### config.mk
export PLATFORM = sky130hd
export DESIGN_NAME = bopp_queue
export DESIGN_NICKNAME = d
export VERILOG_FILES = /design/src/hdl/bopp_pkg.sv /design/src/hdl/bopp_queue.sv
export SDC_FILE = /design/constraint.sdc
export NUM_CORES = 1
export LEC_CHECK = 0
export ABC_CLOCK_PERIOD_IN_PS = 5100
export BUFFER_PORTS_ARGS = -buffer_cell sky130_fd_sc_hd__buf_2
export CORE_UTILIZATION = 55
export CTS_BUF_LIST = sky130_fd_sc_hd__clkbuf_4 sky130_fd_sc_hd__clkbuf_8
export CTS_CLUSTER_SIZE = 24
export DETAILED_ROUTE_END_ITERATION = 8
export HOLD_SLACK_MARGIN = 0.05
export PLACE_DENSITY = 0.82
export SLEW_MARGIN = 20
export SYNTH_ARGS = -nofsm -noshare
export SYNTH_HDL_FRONTEND = slang
export SYNTH_SLANG_ARGS = --single-unit
export TNS_END_PERCENT = 50
### constraint.sdc
create_clock -name i_clk -period 5.1 [get_ports i_clk]
set_clock_uncertainty 0.05 [all_clocks]
set_input_delay 1.275 -clock i_clk [delete_from_list [all_inputs] [get_ports i_clk]]
set_output_delay 1.275 -clock i_clk [all_outputs]
set_load 0.01 [all_outputs]
### src/hdl/bopp_pkg.sv
`timescale 1ns / 1ps
// bopp_pkg: shared types, constants and helpers of the barrier option path block
// no dependencies; used by every module in hdl
package bopp_pkg;

    localparam int STEP_W    = 13;
    localparam int MAX_STEPS = 4096;

    // ln 2 in q.24 and its scaled reciprocal, floor(2^36 / ln2_q24)
    localparam logic [23:0] LN2_Q24   = 24'd11629080;
    localparam logic [12:0] RECIP_LN2 = 13'd5909;

    // exponent window: outside [-33 ln2, 32 ln2) the result is flat
    localparam logic [6:0]         K_OFS = 7'd33;
    localparam logic signed [37:0] X_HI  = 38'sd372130560;
    localparam logic signed [37:0] X_LO  = -38'sd383759640;
    localparam logic [29:0]        X_OFS = 30'd383759640;

    localparam logic [3:0]  LAST_TERM = 4'd11;
    localparam logic [30:0] ONE_Q30   = 31'h4000_0000;
    localparam logic [31:0] PRICE_MAX = 32'hFFFF_FFFF;

    // item kinds
    localparam logic KIND_STEP = 1'b0;
    localparam logic KIND_FLAT = 1'b1;

    // register indexes
    localparam logic [2:0] CFG_START   = 3'd0;
    localparam logic [2:0] CFG_STRIKE  = 3'd1;
    localparam logic [2:0] CFG_BARRIER = 3'd2;
    localparam logic [2:0] CFG_DRIFT   = 3'd3;
    localparam logic [2:0] CFG_VOL     = 3'd4;
    localparam logic [2:0] CFG_HORIZON = 3'd5;
    localparam logic [2:0] CFG_STEPS   = 3'd6;

    typedef struct packed {
        logic [31:0]        start_price;
        logic [31:0]        strike_price;
        logic [31:0]        barrier_level;
        logic signed [15:0] drift_spread;
        logic [15:0]        volatility;
        logic [15:0]        time_horizon;
        logic [STEP_W-1:0]  step_count;
    } t_cfg;

    typedef struct packed {
        logic               kind;
        logic signed [15:0] shock;
        logic signed [15:0] rate;
    } t_item;

    // step count capped at the largest path length
    function automatic logic [STEP_W-1:0] eff_steps(input logic [STEP_W-1:0] sc);
        eff_steps = (sc > STEP_W'(MAX_STEPS)) ? STEP_W'(MAX_STEPS) : sc;
    endfunction

    function automatic logic [31:0] intrinsic(input logic [31:0] p, input logic [31:0] k);
        intrinsic = (p > k) ? (p - k) : 32'd0;
    endfunction

    // floor((2^32 - 1) / n) for the taylor divisors
    function automatic logic [31:0] term_recip(input logic [3:0] n);
        case (n)
            4'd1:    term_recip = 32'hFFFF_FFFF;
            4'd2:    term_recip = 32'h7FFF_FFFF;
            4'd3:    term_recip = 32'h5555_5555;
            4'd4:    term_recip = 32'h3FFF_FFFF;
            4'd5:    term_recip = 32'h3333_3333;
            4'd6:    term_recip = 32'h2AAA_AAAA;
            4'd7:    term_recip = 32'h2492_4924;
            4'd8:    term_recip = 32'h1FFF_FFFF;
            4'd9:    term_recip = 32'h1C71_C71C;
            4'd10:   term_recip = 32'h1999_9999;
            4'd11:   term_recip = 32'h1745_D174;
            default: term_recip = 32'h0000_0000;
        endcase
    endfunction

endpackage

### src/hdl/bopp_queue.sv
`timescale 1ns / 1ps
// bopp_queue: two-entry item queue between front and back
// depends on bopp_pkg
module bopp_queue (
    input  logic            i_clk,
    input  logic            i_rst_n,
    input  logic            i_push_valid,
    output logic            o_push_ready,
    input  bopp_pkg::t_item i_push_item,
    output logic            o_pop_valid,
    input  logic            i_pop_ready,
    output bopp_pkg::t_item o_pop_item
);
    import bopp_pkg::*;

    t_item      r_mem [2];
    logic       r_wp;
    logic       r_rp;
    logic [1:0] r_cnt;
    logic       push;
    logic       pop;

    assign o_push_ready = (r_cnt != 2'd2);
    assign o_pop_valid  = (r_cnt != 2'd0);
    assign o_pop_item   = r_mem[r_rp];
    assign push         = i_push_valid && o_push_ready;
    assign pop          = o_pop_valid && i_pop_ready;

    // pointers and fill level
    always_ff @(posedge i_clk) begin
        if (!i_rst_n) begin
            r_wp  <= 1'b0;
            r_rp  <= 1'b0;
            r_cnt <= 2'd0;
        end else begin
            if (push) r_wp <= !r_wp;
            if (pop)  r_rp <= !r_rp;
            case ({push, pop})
                2'b10:   r_cnt <= r_cnt + 2'd1;
                2'b01:   r_cnt <= r_cnt - 2'd1;
                default: r_cnt <= r_cnt;
            endcase
        end
    end

    // storage
    always_ff @(posedge i_clk) begin
        if (push) begin
            r_mem[r_wp] <= i_push_item;
        end
    end

endmodule

== Yosys cells after proc, flatten, opt, wreduce, memory -nomap -nowiden ==
Memories as Yosys holds them, arrays and structs flattened. A register that Yosys moved wholly into a read port is not among the register bits.
Index checks and enable logic that the tools add are counted.
Storage, ports and cells
  register bits after elaboration: 4
  RAM bits: 66
  input port bits: 37
  output and inout bits: 35
  logic and storage cells: 20
  memories kept: 1
Memories
  r_mem: depth 2, width 33, read ports 1, clocked after memory_dff 1, wr ports 1, RTL line bopp_queue.sv:16  | t_item r_mem [2];
Cells by class
  add/sub/neg operators: 2
  eq/ne operators: 3
  muxes and demuxes: 5
  reduce and logical (&&, ||, !) cells: 6
Operators with widths (number)
  1-bit two-way mux: 4
  2-bit one-hot mux with 2 select lines: 1
  2-bit nonzero test: 2
  2-bit by 1-bit adder with 2-bit output (second input constant): 1
  2-bit by 1-bit equality test with 1-bit output (second input constant): 1
  2-bit equality test (second input constant): 1
  1-bit logical AND: 2
  1-bit logical NOT: 2
  2-bit inequality test (second input constant): 1
  2-bit by 1-bit subtractor with 2-bit output (second input constant): 1

== Depth between registers and ports, before layout ==
  depth in word-level cells: 4
  gate-level depth with buffers: 6

== Least setup slack after synthesis ==
OpenSTA, ideal clock, no wires.
  path type: input port to flip-flop
  start: in i_push_valid
  end: mem r_mem[1][0] (netlist bit) (enable)
  setup time: 393 ps
  arrival: 2131 ps
  required time: 4657 ps
  slack: 2526 ps
  stages on the path: 1
  path buffers: 0
  cells stage by stage: and3_1
On the way
  longest elaborated chain between the ends: 3
Ends and longest elaborated chain
  start, declared: RTL line bopp_queue.sv:7  | input logic i_push_valid,
  1-bit logical AND: RTL line bopp_queue.sv:26  | assign push = i_push_valid && o_push_ready;
  1-bit two-way mux: RTL line bopp_queue.sv:48  | if (push) begin
  1-bit two-way mux (not written as such): RTL line bopp_queue.sv:49  | r_mem[r_wp] <= i_push_item;
  end, declared: RTL line bopp_queue.sv:16
Every way passes these cells.

==> results.md <==
Detailed routing:
- The detailed-route wire length per cell is 16.8 µm.
- The via count of the routed design is 1397.
- The number of nets still failing antenna checks after routing is 0.
- The number of design rule violations left after detail routing is 0.
- Summed over all layers, the routed wires come to 4450 µm.
- The total iterations of the first detailed-routing run is 6.
- In the routed layout, each cell is associated on average with a via count of 5.27.
- The DRC marker count from the first detailed-route iteration is 62.

Yosys:
- Sorting the synthesized cells by area gives the leading types as edfxtp_1, mux2_2, dfxtp_1.
- The area of the mapped netlist is 2610 µm².
- For this run, the register share of the synthesized area comes to 0.798.
- The cell count after synthesis came out at 127.
- The synthesized area divided by synthesized cell count is 20.5 µm².
- The Yosys step of the flow raised 0 warnings.
- Synthesis inferred 71 register bits.
- The fraction of synthesized cell area taken by the top area cell type is 0.760.
- The number of nets in the synthesized netlist is 165.
- The largest total area in the synthesized netlist belongs to edfxtp_1.
- In this run, distinct cell masters in the synthesized netlist total 20.

CTS:
- The number of sinks driven by the clock tree is 71.
- The clock latency on the worst-skew pair is 340 ps.
- Buffers added to address setup during post-CTS repair amount to 0.
- The clock transition at the register clock pins on the worst setup and hold paths after CTS is 60 ps.
- Gates resized during post-CTS repair numbered 0.
- For this design, the CTS-stage hold fixing added 0 buffers.
- The number of CTS-inserted buffers is 9.
- The library cell used as clock root buffer is clkbuf_8.
- The number of levels the H-tree was split into is 3.
- The deepest clock path buffer count is 2.
- The clock tree from TritonCTS is yes.

GRT:
- The overall routing resource usage is 0.196.
- The overall overflow remaining after global route is 0.
- The number of antenna violations at the first check in global routing is 0.
- The via count of the first global-routing pass came to 1449.
- The first global-routing pass estimated 6970 µm of wire.
- Entering global routing, the biggest net connects 34 pins.

Power:
- The relative contribution of the clock network to total power is 0.258.
- The power density over the cells is 505 nW/µm².
- The overall power of the completed layout is 1.63 mW.
- Of the total power, registers draw 0.483.
- The standby leakage power is 1.23 nW.
- The switching fraction of total power is 0.273.
- The maximum vdd drop is 393 µV.
- Internal power comes to 1.18 mW.
- The share of total power in combinational logic is 0.258.
- The switching component of the power is 444 µW.

Place:
- Routability-driven placement finished with a final weighted congestion of 0.648.
- The cell count after placement is 249.
- The worst slack at placement is 2090 ps.
- After detailed placement, the total cell area comes to 3030 µm².
- The count of buffers from port buffering is 71.
- The HPWL after detailed placement is 2990 µm.

Finish:
- The final design area excluding fillers is 3220 µm².
- The count of placed standard cells in the final layout, fillers left out is 265.
- After the last flow step, the layout net total stands at 246.
- 0 antenna diodes ended up in the layout.
- The final standard cell utilization of the core is 0.724.
- Relative to the synthesized area, the layout overhead comes to 23.4%.
- The fraction of final layout cells with drive strength greater than 1 is 0.582.
- The number of fillers in the final layout is 276.

Flow run:
- The count of max-cap constraint violations is 0.

Worst setup path:
- The startpoint-to-endpoint class of the critical path is flop to primary output.
- STA classifies the critical path startpoint as a flop.
- Of all nets on the critical path, the largest fanout is 17.
- STA classifies the critical path endpoint as a primary output.
- At the worst endpoint, the arrival time is 2020 ps.
- The required time reported for the critical path endpoint is 3770 ps.

Floorplanning:
- The die is 70.9 µm wide.
- The core region is 4440 µm².
- The floorplan die height is 70.9 µm.
- The cell row count is 24.
- 72 I/O pins were placed.
- The total die area is 5020 µm².
- For this configuration, the core starts out at a cell density of 0.587.

Timing:
- The count of pins over their slew limit is 0.
- After layout, the worst setup slack is 1750 ps.
- Setup violations remaining at the end of the flow were counted as 0.
- The slew at the pin closest to its max-slew limit is 733 ps.
- After layout, the minimum clock period comes to 3350 ps.
- Based on the critical path, the design can be clocked at up to 299 MHz.
- The worst pin sits at a relative slew slack of 0.511.
- The hold violation count in the final report is 0.
- Dividing the final minimum period by the clock period gives 0.657.
- The worst hold margin is 522 ps.
- Setup repair after global routing left no endpoint under its margin.
- In the final timing run, aggregate negative setup slack is 0 ps.

Worst hold path:
- The worst hold path belongs to the class flop to flop.

Run status:
- The run finished with clean final reports.
## flip-flops by register name (all words and copies together) (netlist names), named ones only
register / count
r_mem: 66
r_cnt: 2
r_rp: 1
r_wp: 1
## cell type report
| cell class | count | area, µm² | area share |
|---|---|---|---|
| repair buffers | 74 | 378 | 0.117 |
| flip-flops and latches | 71 | 2080 | 0.647 |
| clock inverters | 5 | 48.8 | 0.0152 |
| multi-input cells | 51 | 503 | 0.156 |
| well taps | 52 | 65.1 | 0.0202 |
| clock buffers | 11 | 139 | 0.0431 |
| inverters | 1 | 3.75 | 0.00117 |
## power by group through the flow
stage	combinational [mW]	sequential [mW]	clock, mW
after floorplan	0.290	0.769	0
after global placement	0.406	0.789	0
after detailed placement	0.423	0.797	0
after CTS	0.426	0.786	0.428
after global routing	0.451	0.795	0.449
final	0.420	0.786	0.420
## cells in the final DEF (no fill, tap or decap), types with 2 or more instances in the layout
cell type  instances
dfxtp_1            5
clkbuf_4           2
nor2b_1            2
xnor2_1            3
mux2_2            33
clkbuf_8           9
clkinv_2           3
edfxtp_1          66
buf_2             71
buf_4              3
## path summary, 6_finish.rpt
path	from	end	slack [ps]	cells past startpoint
worst min-delay path	r_rp	flop	520	2
worst max register to register	r_cnt[0]	r_cnt[1]	3340	5
worst max-delay path	flop	o_pop_item[30]	1750	3
worst min register to register	r_rp	flop	520	2
## cell families after synthesis
group,after synthesis,synth area share
and+or+nand+nor,9,0.0211
xor gates and xnor gates,3,0.0101
muxes,33,0.142
AOI/OAI and AO/OA,5,0.0144
DFF,71,0.798
buffers and inverters,5,0.00911
adders and majority gates,1,0.00480
## critical path, stage by stage, from the launching register on
cell and delay (ps):
dfxtp_1 790, buf_4 380, mux2_2 380, buf_2 140
## Yosys cell counts
master    count
ha_1          1
nor2b_1       2
a21boi_1      1
nand2_1       1
and3_1        1
mux2_2       33
or2_2         1
inv_1         1
o21ai_0       1
buf_2         4
and2_1        1
o21a_1        1
a21bo_2       1
a21boi_0      1
or3_1         1
dfxtp_1       5
nand3b_1      1
xnor2_1       3
nand2b_1      1
edfxtp_1     66
## layer usage
metal | GRT usage | vias to the layer above | share of wire
met2 | 0.333 | 44 | 0.52
met5 | 0 | - | 0
met1 | 0.224 | 687 | 0.41
met3 | 0.0527 | 11 | 0.045
li1 | - | 655 | -
met4 | 0.113 | 0 | 0.023
Power figures use the tool's default switching activity.
