===== src/hdl/bopp_pkg.sv =====
`timescale 1ns / 1ps
// bopp_pkg: shared types, constants and helpers of the barrier option path block
// no dependencies; used by every module in hdl
package bopp_pkg;

    localparam int STEP_W    = 13;
    localparam int MAX_STEPS = 4096;

    // ln 2 in q.24 and its scaled reciprocal, floor(2^36 / ln2_q24)
    localparam logic [23:0] LN2_Q24   = 24'd11629080;
    localparam logic [12:0] RECIP_LN2 = 13'd5909;

    // exponent window: outside [-33 ln2, 32 ln2) the result is flat
    localparam logic [6:0]         K_OFS = 7'd33;
    localparam logic signed [37:0] X_HI  = 38'sd372130560;
    localparam logic signed [37:0] X_LO  = -38'sd383759640;
    localparam logic [29:0]        X_OFS = 30'd383759640;

    localparam logic [3:0]  LAST_TERM = 4'd11;
    localparam logic [30:0] ONE_Q30   = 31'h4000_0000;
    localparam logic [31:0] PRICE_MAX = 32'hFFFF_FFFF;

    // item kinds
    localparam logic KIND_STEP = 1'b0;
    localparam logic KIND_FLAT = 1'b1;

    // register indexes
    localparam logic [2:0] CFG_START   = 3'd0;
    localparam logic [2:0] CFG_STRIKE  = 3'd1;
    localparam logic [2:0] CFG_BARRIER = 3'd2;
    localparam logic [2:0] CFG_DRIFT   = 3'd3;
    localparam logic [2:0] CFG_VOL     = 3'd4;
    localparam logic [2:0] CFG_HORIZON = 3'd5;
    localparam logic [2:0] CFG_STEPS   = 3'd6;

    typedef struct packed {
        logic [31:0]        start_price;
        logic [31:0]        strike_price;
        logic [31:0]        barrier_level;
        logic signed [15:0] drift_spread;
        logic [15:0]        volatility;
        logic [15:0]        time_horizon;
        logic [STEP_W-1:0]  step_count;
    } t_cfg;

    typedef struct packed {
        logic               kind;
        logic signed [15:0] shock;
        logic signed [15:0] rate;
    } t_item;

    // step count capped at the largest path length
    function automatic logic [STEP_W-1:0] eff_steps(input logic [STEP_W-1:0] sc);
        eff_steps = (sc > STEP_W'(MAX_STEPS)) ? STEP_W'(MAX_STEPS) : sc;
    endfunction

    function automatic logic [31:0] intrinsic(input logic [31:0] p, input logic [31:0] k);
        intrinsic = (p > k) ? (p - k) : 32'd0;
    endfunction

    // floor((2^32 - 1) / n) for the taylor divisors
    function automatic logic [31:0] term_recip(input logic [3:0] n);
        case (n)
            4'd1:    term_recip = 32'hFFFF_FFFF;
            4'd2:    term_recip = 32'h7FFF_FFFF;
            4'd3:    term_recip = 32'h5555_5555;
            4'd4:    term_recip = 32'h3FFF_FFFF;
            4'd5:    term_recip = 32'h3333_3333;
            4'd6:    term_recip = 32'h2AAA_AAAA;
            4'd7:    term_recip = 32'h2492_4924;
            4'd8:    term_recip = 32'h1FFF_FFFF;
            4'd9:    term_recip = 32'h1C71_C71C;
            4'd10:   term_recip = 32'h1999_9999;
            4'd11:   term_recip = 32'h1745_D174;
            default: term_recip = 32'h0000_0000;
        endcase
    endfunction

endpackage


===== src/hdl/bopp_front.sv =====
`timescale 1ns / 1ps
// bopp_front: input register stage, tags each item as a path step or a flat item
// depends on bopp_pkg
module bopp_front (
    input  logic               i_clk,
    input  logic               i_rst_n,
    input  logic               i_in_valid,
    output logic               o_in_ready,
    input  logic signed [15:0] i_shock,
    input  logic signed [15:0] i_rate,
    input  bopp_pkg::t_cfg     i_cfg,
    output logic               o_q_valid,
    input  logic               i_q_ready,
    output bopp_pkg::t_item    o_q_item
);
    import bopp_pkg::*;

    logic  r_valid;
    t_item r_item;
    t_item n_item;

    assign o_in_ready = !r_valid || i_q_ready;
    assign o_q_valid  = r_valid;
    assign o_q_item   = r_item;

    // classify: no steps means the item only yields the start intrinsic
    always_comb begin
        n_item.kind  = (eff_steps(i_cfg.step_count) == '0) ? KIND_FLAT : KIND_STEP;
        n_item.shock = i_shock;
        n_item.rate  = i_rate;
    end

    // stage valid
    always_ff @(posedge i_clk) begin
        if (!i_rst_n) begin
            r_valid <= 1'b0;
        end else if (o_in_ready) begin
            r_valid <= i_in_valid;
        end
    end

    // stage payload
    always_ff @(posedge i_clk) begin
        if (i_in_valid && o_in_ready) begin
            r_item <= n_item;
        end
    end

endmodule


===== config.mk =====
export PLATFORM = sky130hd
export DESIGN_NAME = bopp_front
export DESIGN_NICKNAME = d
export VERILOG_FILES = /design/src/hdl/bopp_pkg.sv /design/src/hdl/bopp_front.sv
export SDC_FILE = /design/constraint.sdc
export NUM_CORES = 1
export LEC_CHECK = 0
export ABC_AREA = 0
export BUFFER_PORTS_ARGS = -buffer_cell sky130_fd_sc_hd__buf_2
export CORE_AREA = 2 2 87 89
export DETAILED_ROUTE_END_ITERATION = 6
export DIE_AREA = 0 0 89 91
export GPL_TIMING_DRIVEN = 0
export HOLD_SLACK_MARGIN = 0.06
export MAX_ROUTING_LAYER = met4
export PLACE_DENSITY_LB_ADDON = 0.2
export SKIP_CTS_REPAIR_TIMING = 1
export SLEW_MARGIN = 10
export SYNTH_ARGS = -nofsm -noshare
export SYNTH_HDL_FRONTEND = slang
export SYNTH_SLANG_ARGS = --single-unit

===== constraint.sdc =====
create_clock -name i_clk -period 2.3 [get_ports i_clk]
set_clock_uncertainty 0.05 [all_clocks]
set_input_delay 0.115 -clock i_clk [delete_from_list [all_inputs] [get_ports i_clk]]
set_output_delay 0.115 -clock i_clk [all_outputs]
set_load 0.01 [all_outputs]

; Word level (Yosys, flattened, before mapping)
; Cells that the tools add are included.
[word_totals]
regBits = 34
word_cells = 11
output_inout_bits = 35
[op_classes]
reduce_logical = 4
n_lt_le_gt_ge = 1
n_mux = 2
[ops]
columns = op, count
row1 = 13-bit > comparator (second input constant), 1
row2 = 13-bit logical NOT, 1
row3 = 13-bit 2-to-1 mux, 1
row4 = 1-bit logical AND, 1
row5 = 1-bit logical NOT, 1
row6 = 1-bit logical OR, 1
row7 = 1-bit 2-to-1 mux, 1

; Logic depth before layout (Yosys ltp)
; Gate-level depths: netlist of the first run.
[logic_depth]
word_depth = 4
mapped_depth = 2
mapped_depth_nobuf = 2

; Worst setup path before layout of the first run
; No wires, ideal clock.
[synth_path]
kind = register to register
from = reg r_valid (netlist: o_q_valid)
to = reg r_item, in the netlist o_q_item[0], enable pin
arrival_ns = 1.324
setup_ns = 0.393
path_stages_with_launch = 3
setup_slack_ns = 0.533
path_cell_list = dfxtp_1 -> nand2b_1 -> and2_1
[synth_via]
elab_chain_cells = 3
[synth_rtl]
columns = item, line
row1 = from (decl), bopp_front.sv:18  ; logic r_valid;
row2 = from (signal assigned), bopp_front.sv:38  ; r_valid <= i_in_valid;
row3 = 1-bit logical NOT, bopp_front.sv:22  ; assign o_in_ready = !r_valid || i_q_ready;
row4 = 1-bit logical OR, bopp_front.sv:22
row5 = net o_in_ready, bopp_front.sv:8  ; output logic o_in_ready,
row6 = 1-bit logical AND, bopp_front.sv:44  ; if (i_in_valid && o_in_ready) begin
row7 = to (signal assigned), bopp_front.sv:45  ; r_item <= n_item;
row8 = to (decl), bopp_front.sv:19  ; t_item r_item;
; The timed path passes the listed nets, and every way through them passes these cells.
; A chain may end at the register's enable or synchronous reset.

; Final worst setup path of the first run
[layout_path]
from = reg r_valid (netlist: o_q_valid)
to = reg r_item, in the netlist o_q_item[12], enable pin
[layout_via]
elab_chain_cells = 3
[layout_rtl]
columns = item, line
row1 = 1-bit logical NOT, bopp_front.sv:22
row2 = 1-bit logical OR, bopp_front.sv:22
row3 = 1-bit logical AND, bopp_front.sv:44
; Every way passes these cells.

==> results of run 1 <==
metrics by stage:
stage	util [%]	area, um^2	hold slack [ps]	power [uW]	worst slack, ps
final	28.30	2019	63.56	1325	773.2
after global routing	28.30	2019	84.11	1392	654.5
after CTS	23.67	1689	-61.91	1311	745.1
after detailed placement	22.49	1605	243.1	860.9	756.5
after global placement	22.48	1604	241.0	858.1	346.1
after floorplan	-	1065	163.9	779.2	532.6
kinds of logic after synthesis:
group | count (synthesis)
flip-flops | 34
AND/OR/NAND/NOR | 7
AO/OA/AOI/OAI | 1
buffers and inverters | 1
area by class of cell:
class	instances	share of cell area, %
clock buffer	7	3.779
clock inverter	1	0.3717
inverter	1	0.1859
multi-input combinational	8	2.540
sequential	34	50.06
tap	99	6.134
timing repair buffer	116	36.93
placed cells by master, fill, tap and decap left out:
cell type	count
clkbuf_8	5
and4_1	1
nand2b_1	1
edfxtp_1	33
clkbuf_1	2
buf_2	83
a21boi_0	1
inv_1	1
clkinvlp_4	1
nor3_1	1
nor2_1	1
dfxtp_1	1
dlygate4sd3_1	33
and2_2	1
nor4_1	2
Yosys cell counts (all sizes together):
library cell	instances	area share [%]
a21boi	1	0.71
nand2b	1	0.59
nor4	2	1.2
and2	1	0.59
nor3	1	0.47
dfxtp	1	1.9
edfxtp	33	93
inv	1	0.35
nor2	1	0.35
and4	1	0.82
registers in the layout (all words and copies together) (netlist names):
name / count
o_q_valid: 1
o_q_item: 33
per-layer routing:
metal / vias up / part of all wire [%] / global-route usage [%]
met5: - / 0 / -
met3: 2 / 12 / 5.000
met1: 399 / 47 / 10.46
li1: 415 / - / -
met4: 0 / 0.63 / 3.358
met2: 70 / 41 / 10.70
worst paths after layout:
check | startpoint | end | slack (ps) | cells after the start
setup reg to reg | o_q_valid$_SDFFE_PN0N_ | o_q_item[12]$_DFFE_PP_ | 770 | 2
hold / removal | i_in_valid | o_q_valid$_SDFFE_PN0N_ | 60 | 3
setup / recovery | o_q_valid$_SDFFE_PN0N_ | o_q_item[12]$_DFFE_PP_ | 770 | 2
hold reg to reg | o_q_valid$_SDFFE_PN0N_ | o_q_valid$_SDFFE_PN0N_ | 510 | 2
where the power goes:
part | switching, uW | internal [uW]
registers | 8.81 | 722
logic | 69.3 | 89.8
clock network | 220 | 214
critical path, cell delays in order, from the launching register on:
cell and delay [ps]:
dfxtp_1 320, nand2b_1 100, and2_2 680
==> summary.txt, run 1 <==
Yosys
  • Multiplexer area fraction after synthesis: 0%
  • Post-synth net total: 236
  • Post-Syn Area: 1065 um^2
  • Synth cell types: 10
  • Syn Inst Count: 43
  • Synth Register Bits: 34
  • Seq/Total Area, Yosys: 94.95%
  • Synth Warn #: 0
  • Fraction of synthesized cell area in xor and xnor cells: 0%
  • Synth Area in Compound Gates: 0.7051%
  • Post-Synth Simple-Gate Area: 3.995%
  • Largest family of logic cells by synthesized area: simple AND/OR/NAND/NOR gates
  • Synth Area in Adders: 0%
  • Mean Syn Cell Area: 24.76 um^2

Final layout
  • Final Net Count: 359
  • Area Overhead vs Synth: 89.66%
  • Share of cells above drive strength 1: 53.89%
  • Filler instances: 750
  • Final non-filler cell total: 266
  • N_diodes: 0
  • FF/Latch Area: 1011 um^2
  • Multi-input logic area: 51.30 um^2

STA
  • Pins Over Slew Limit: 0
  • Setup TNS: 0 ps
  • Max_slew headroom: 47.19%
  • Fin. Hold Viols: 0
  • Tmin final: 1527 ps
  • Final period util: 66.38%
  • Achievable clock frequency: 0.6550 GHz
  • Final Setup Violations: 0
  • Slew of the pin with the lowest slew margin: 792.2 ps
  • RSZ-0062 raised after global routing: no

Power
  • PwrDens: 656.0 nW/um^2
  • Leak pwr: 0.0008502 uW
  • Worst VDD drop: 0.3433 mV

Detailed routing
  • DRC viols: 0
  • Routed WL: 3325 um
  • Total number of vias: 886
  • Vias per cell: 3.331
  • Initial DRC count: 8
  • DR pass1 iterations: 3
  • DR WL/cell: 12.50 um
  • Post-route ant nets: 0

Worst setup path
  • Critical path endpoint category: register
  • Startpoint types: register
  • Critical Path AT: 1380 ps
  • Worst-path fanout max: 33
  • CP Class: reg -> reg
  • Worst Path Required: 2160 ps

Clock network
  • CTS tree: done
  • Clk pin slew, worst setup/hold paths: 70 ps
  • CTS H-tree depth: 2
  • Clk buf depth: 2
  • TritonCTS buffer count: 5
  • Clock sinks: 34
  • Clk_lat worst skew: 280 ps
  • CTS root buf: clkbuf_8

Placed design
  • Dpl hpwl: 2371 um
  • Port Buffer Count: 83
  • DP Cell Count: 225
  • Gpl congestion: 0.7539

Hold path
  • Worst Hold Class: in -> reg

Floorplan
  • Core outline area: 7137 um^2
  • FP Rows: 31
  • Die Ht: 91 um
  • Ports: 228
  • DIE AREA: 8099 um^2
  • Initial Util: 14.92%
  • Die W: 89 um

GRT
  • Initial antenna violation count: 0
  • Grt ovf: 0
  • Vias in the first global route: 898
  • Total GRT Usage: 8.305%
  • Pin count of the biggest net entering global routing: 34
  • First-pass GRT wire length: 4574 um

Outcome
  • Status: finished, final reports clean

Job
  • Max-cap violations: 0
Note: power is estimated with default switching activity, not from simulation.
==> inputs of run 2 (changes only) <==
--- a/config.mk
+++ b/config.mk
@@ -5,11 +5,11 @@
 export SDC_FILE = /design/constraint.sdc
 export NUM_CORES = 1
 export LEC_CHECK = 0
-export ABC_AREA = 0
+export ABC_AREA = 1
 export BUFFER_PORTS_ARGS = -buffer_cell sky130_fd_sc_hd__buf_2
-export CORE_AREA = 2 2 87 89
+export CORE_AREA = 2 2 88 90
 export DETAILED_ROUTE_END_ITERATION = 6
-export DIE_AREA = 0 0 89 91
+export DIE_AREA = 0 0 90 92
 export GPL_TIMING_DRIVEN = 0
 export HOLD_SLACK_MARGIN = 0.06
 export MAX_ROUTING_LAYER = met4
==> constraint.sdc (replaced) <==
create_clock -name i_clk -period 1.3 [get_ports i_clk]
set_clock_uncertainty 0.05 [all_clocks]
set_input_delay 0.065 -clock i_clk [delete_from_list [all_inputs] [get_ports i_clk]]
set_output_delay 0.065 -clock i_clk [all_outputs]
set_load 0.01 [all_outputs]
==> run 2 against run 1 <==
Die area up 2.2%. Sequential share of layout area down 3.7 points. Clock-buffer cell count decreased by 2. Area after synthesis increased by 3.5%. Synthesized cell count is 30% higher. Worst hold slack better by 31 ps. Critical endpoint is now o_q_item[2]$_DFFE_PP_. Largest cell class unchanged. Highest routed layer is now met3.
==> summary.txt, run 2 <==
Yosys
  • Post-synth net total: 249 (was 236)
  • Top-count cell post-synth: edfxtp_1 (unchanged)
  • Area leader, netlist: edfxtp_1 (unchanged)
  • Post-Syn Area: 1102 um^2 (was 1065 um^2)
  • Synth area leaders: edfxtp_1 (90%), inv_1 (2.7%), dfxtp_1 (1.8%) (was edfxtp_1 (93%), dfxtp_1 (1.9%), nor4_1 (1.2%))
  • Commonest cells in the netlist: edfxtp_1 (33), inv_1 (8), nand2_1 (5), nor2_1 (5) (was edfxtp_1 (33), nor4_1 (2))
  • Post-synth top area share: 89.90% (was 93.07%)
  • Seq/Total Area, Yosys: 91.71% (was 94.95%)
  • Synth cell types: 9 (was 10)
  • Ys async rst share: 0% (unchanged)
  • Mean Syn Cell Area: 19.68 um^2 (was 24.76 um^2)
  • Syn Inst Count: 56 (was 43)
  • Post-synth EDFFs: 33 (unchanged)
  • Dominant synthesized flop cell: edfxtp_1 (unchanged)
  • Synth Warn #: 0 (unchanged)
  • Synth Register Bits: 34 (unchanged)

Worst setup path
  • Critical Path AT: 1000 ps (was 1380 ps)
  • Slowest-stage cell, CP: dfxtp_2 (was and2_2)
  • CP Class: reg -> reg (unchanged)
  • Buf+Inv Stages, Crit Path: 1 (was 0)
  • CP max stage delay: 370 ps (was 680 ps)
  • Critical path endpoint category: register (unchanged)
  • Startpoint types: register (unchanged)
  • Delay-heaviest family, CP: flip-flops (was simple AND/OR/NAND/NOR gates)
  • Worst Path Required: 1240 ps (was 2160 ps)
  • Worst-path fanout max: 17 (was 33)
  • Worst-path cell chain: a21oi_4 -> buf_12 (was nand2b_1 -> and2_2)

Hold path
  • Worst Hold Class: in -> reg (unchanged)

Power
  • PwrDens: 1264 nW/um^2 (was 656.0 nW/um^2)
  • P_int: 2215 uW (was 1026 uW)
  • Worst VDD drop: 0.4986 mV (was 0.3433 mV)
  • Gate power share: 11.4% (was 12.0%)
  • Leak pwr: 0.0009465 uW (was 0.0008502 uW)
  • Clk pwr share: 41.8% (was 32.8%)
  • Share of power burned in registers: 46.9% (was 55.2%)
  • Switch Pwr: 543.8 uW (was 298.4 uW)
  • Tot Pwr: 2759 uW (was 1325 uW)
  • Net Sw Frac: 19.71% (was 22.53%)

Final layout
  • Most common cell after layout, fill and taps aside: buf_2 (unchanged)
  • Filler instances: 795 (was 750)
  • Most frequent cells in the layout: buf_2 (83), dlygate4sd3_1 (33), edfxtp_1 (33), inv_1 (8) (was buf_2 (83), dlygate4sd3_1 (33), edfxtp_1 (33), clkbuf_8 (5))
  • Post-layout util: 29.30% (was 28.30%)
  • FF/Latch Area: 1012 um^2 (was 1011 um^2)
  • Share of cells above drive strength 1: 52.46% (was 53.89%)
  • Area Overhead vs Synth: 97.96% (was 89.66%)
  • Max reg flops: 33 (unchanged)
  • Final non-filler cell total: 287 (was 266)
  • Final Net Count: 375 (was 359)
  • Multi-input logic area: 88.84 um^2 (was 51.30 um^2)

Placed design
  • DP Cell Count: 241 (was 225)
  • Pre-CTS WS: -384.8 ps (was 756.5 ps)
  • Port Buffer Count: 83 (unchanged)
  • Dpl hpwl: 2200 um (was 2371 um)
  • Gpl congestion: 0.6510 (was 0.7539)

Clock network
  • CTS tree: done (unchanged)
  • Clock sinks: 34 (unchanged)
  • Clk_lat worst skew: 280 ps (about the same)
  • CTS root buf: clkbuf_8 (unchanged)
  • CTS H-tree depth: 2 (unchanged)
  • Clk buf depth: 2 (unchanged)
  • TritonCTS buffer count: 5 (unchanged)
  • Clk pin slew, worst setup/hold paths: 80 ps (was 70 ps)

STA
  • Setup TNS: 0 ps (unchanged)
  • Fin. Hold Viols: 0 (unchanged)
  • Slew of the pin with the lowest slew margin: 212.4 ps (was 792.2 ps)
  • Tmin final: 1064 ps (was 1527 ps)
  • Pins Over Slew Limit: 0 (unchanged)
  • Final Setup Violations: 0 (unchanged)
  • RSZ-0062 raised after global routing: no (unchanged)
  • Max_slew headroom: 85.82% (was 47.19%)
  • Achievable clock frequency: 0.9398 GHz (was 0.6550 GHz)
  • Worst setup margin: 235.9 ps (was 773.2 ps)
  • Final period util: 81.85% (was 66.38%)

Floorplan
  • Initial Util: 14.80% (was 14.92%)
  • Die Ht: 92 um (was 91 um)
  • DIE AREA: 8280 um^2 (was 8099 um^2)
  • Die W: 90 um (was 89 um)
  • FP Rows: 32 (was 31)
  • Core outline area: 7447 um^2 (was 7137 um^2)
  • Ports: 228 (unchanged)

Outcome
  • Status: finished, final reports clean (unchanged)

GRT
  • Vias in the first global route: 857 (was 898)
  • Total GRT Usage: 7.491% (was 8.305%)
  • First-pass GRT wire length: 4485 um (was 4574 um)
  • Grt ovf: 0 (unchanged)
  • Initial antenna violation count: 2 (was 0)
  • Pin count of the biggest net entering global routing: 34 (unchanged)

Detailed routing
  • Total number of vias: 921 (was 886)
  • Routed WL: 3212 um (was 3325 um)
  • Vias per cell: 3.209 (was 3.331)
  • Initial DRC count: 16 (was 8)
  • DRC viols: 0 (unchanged)
  • DR pass1 iterations: 2 (was 3)
  • Post-route ant nets: 0 (unchanged)
  • DR WL/cell: 11.19 um (was 12.50 um)

Job
  • Max-cap violations: 0 (unchanged)
==> run 2: cell types whose count changed after synthesis, moves of 2 or more <==
cell | before | now
nor2_1 | 1 | 5
nand2_1 | 0 | 5
inv_1 | 1 | 8
nor4_1 | 2 | 0
==> run 2: per-layer routing <==
metal | up-vias | wire (um) | track usage, %
met3 | 0 | 500 | 6.738
met5 | - | 0 | -
met4 | 0 | 0 | 1.923
met1 | 402 | 1387 | 8.842
li1 | 453 | - | -
met2 | 66 | 1324 | 9.148
==> run 2: path summary, 6_finish.rpt <==
path                               start                     end  slack (ps)  cells past startpoint
setup / recovery  o_q_valid$_SDFFE_PN0N_   o_q_item[2]$_DFFE_PP_         240                      2
hold / removal                 i_cfg[12]  o_q_item[32]$_DFFE_PP_          90                      4
setup reg to reg  o_q_valid$_SDFFE_PN0N_   o_q_item[2]$_DFFE_PP_         240                      2
hold reg to reg   o_q_valid$_SDFFE_PN0N_  o_q_valid$_SDFFE_PN0N_         500                      2
==> run 2: cell type report <==
class | count | area share (%)
Clock buffer | 5 | 3.154
Timing Repair Buffer | 118 | 36.01
Sequential cell | 34 | 46.39
Tap cell | 102 | 5.849
Clock inverter | 3 | 2.924
Multi-Input combinational cell | 15 | 4.071
Inverter | 8 | 1.376
Antenna cell | 2 | 0.2294
==> run 2: worst reg2reg max path, stage by stage, from the launching register on <==
cell and delay [ps]:
dfxtp_2 370, a21oi_4 170, buf_12 170
==> run 2: cells by family after synthesis <==
| kind of cell | after synthesis | share of synthesized area [%] |
|---|---|---|
| flip-flops | 34 | 91.71 |
| AO/OA/AOI/OAI | 2 | 1.135 |
| buffers and inverters | 8 | 2.724 |
| AND/OR/NAND/NOR | 12 | 4.427 |
==> run 2: power by group through the flow <==
stage	Combinational (uW)	Clock (uW)	Sequential [uW]
after floorplan	35.5	0	1350
after global placement	217	0	1320
after detailed placement	216	0	1320
after CTS	217	1210	1290
after global routing	345	1240	1300
final	314	1150	1290
==> run 2: stage by stage <==
stage	instance area, um^2	hold slack, ps
5_1_grt	2182	94.93
6_report	2182	94.56
2_1_floorplan	1115	113.9
3_5_place_dp	1658	193.1
3_3_place_gp	1658	191.6
4_1_cts	1790	-111.2
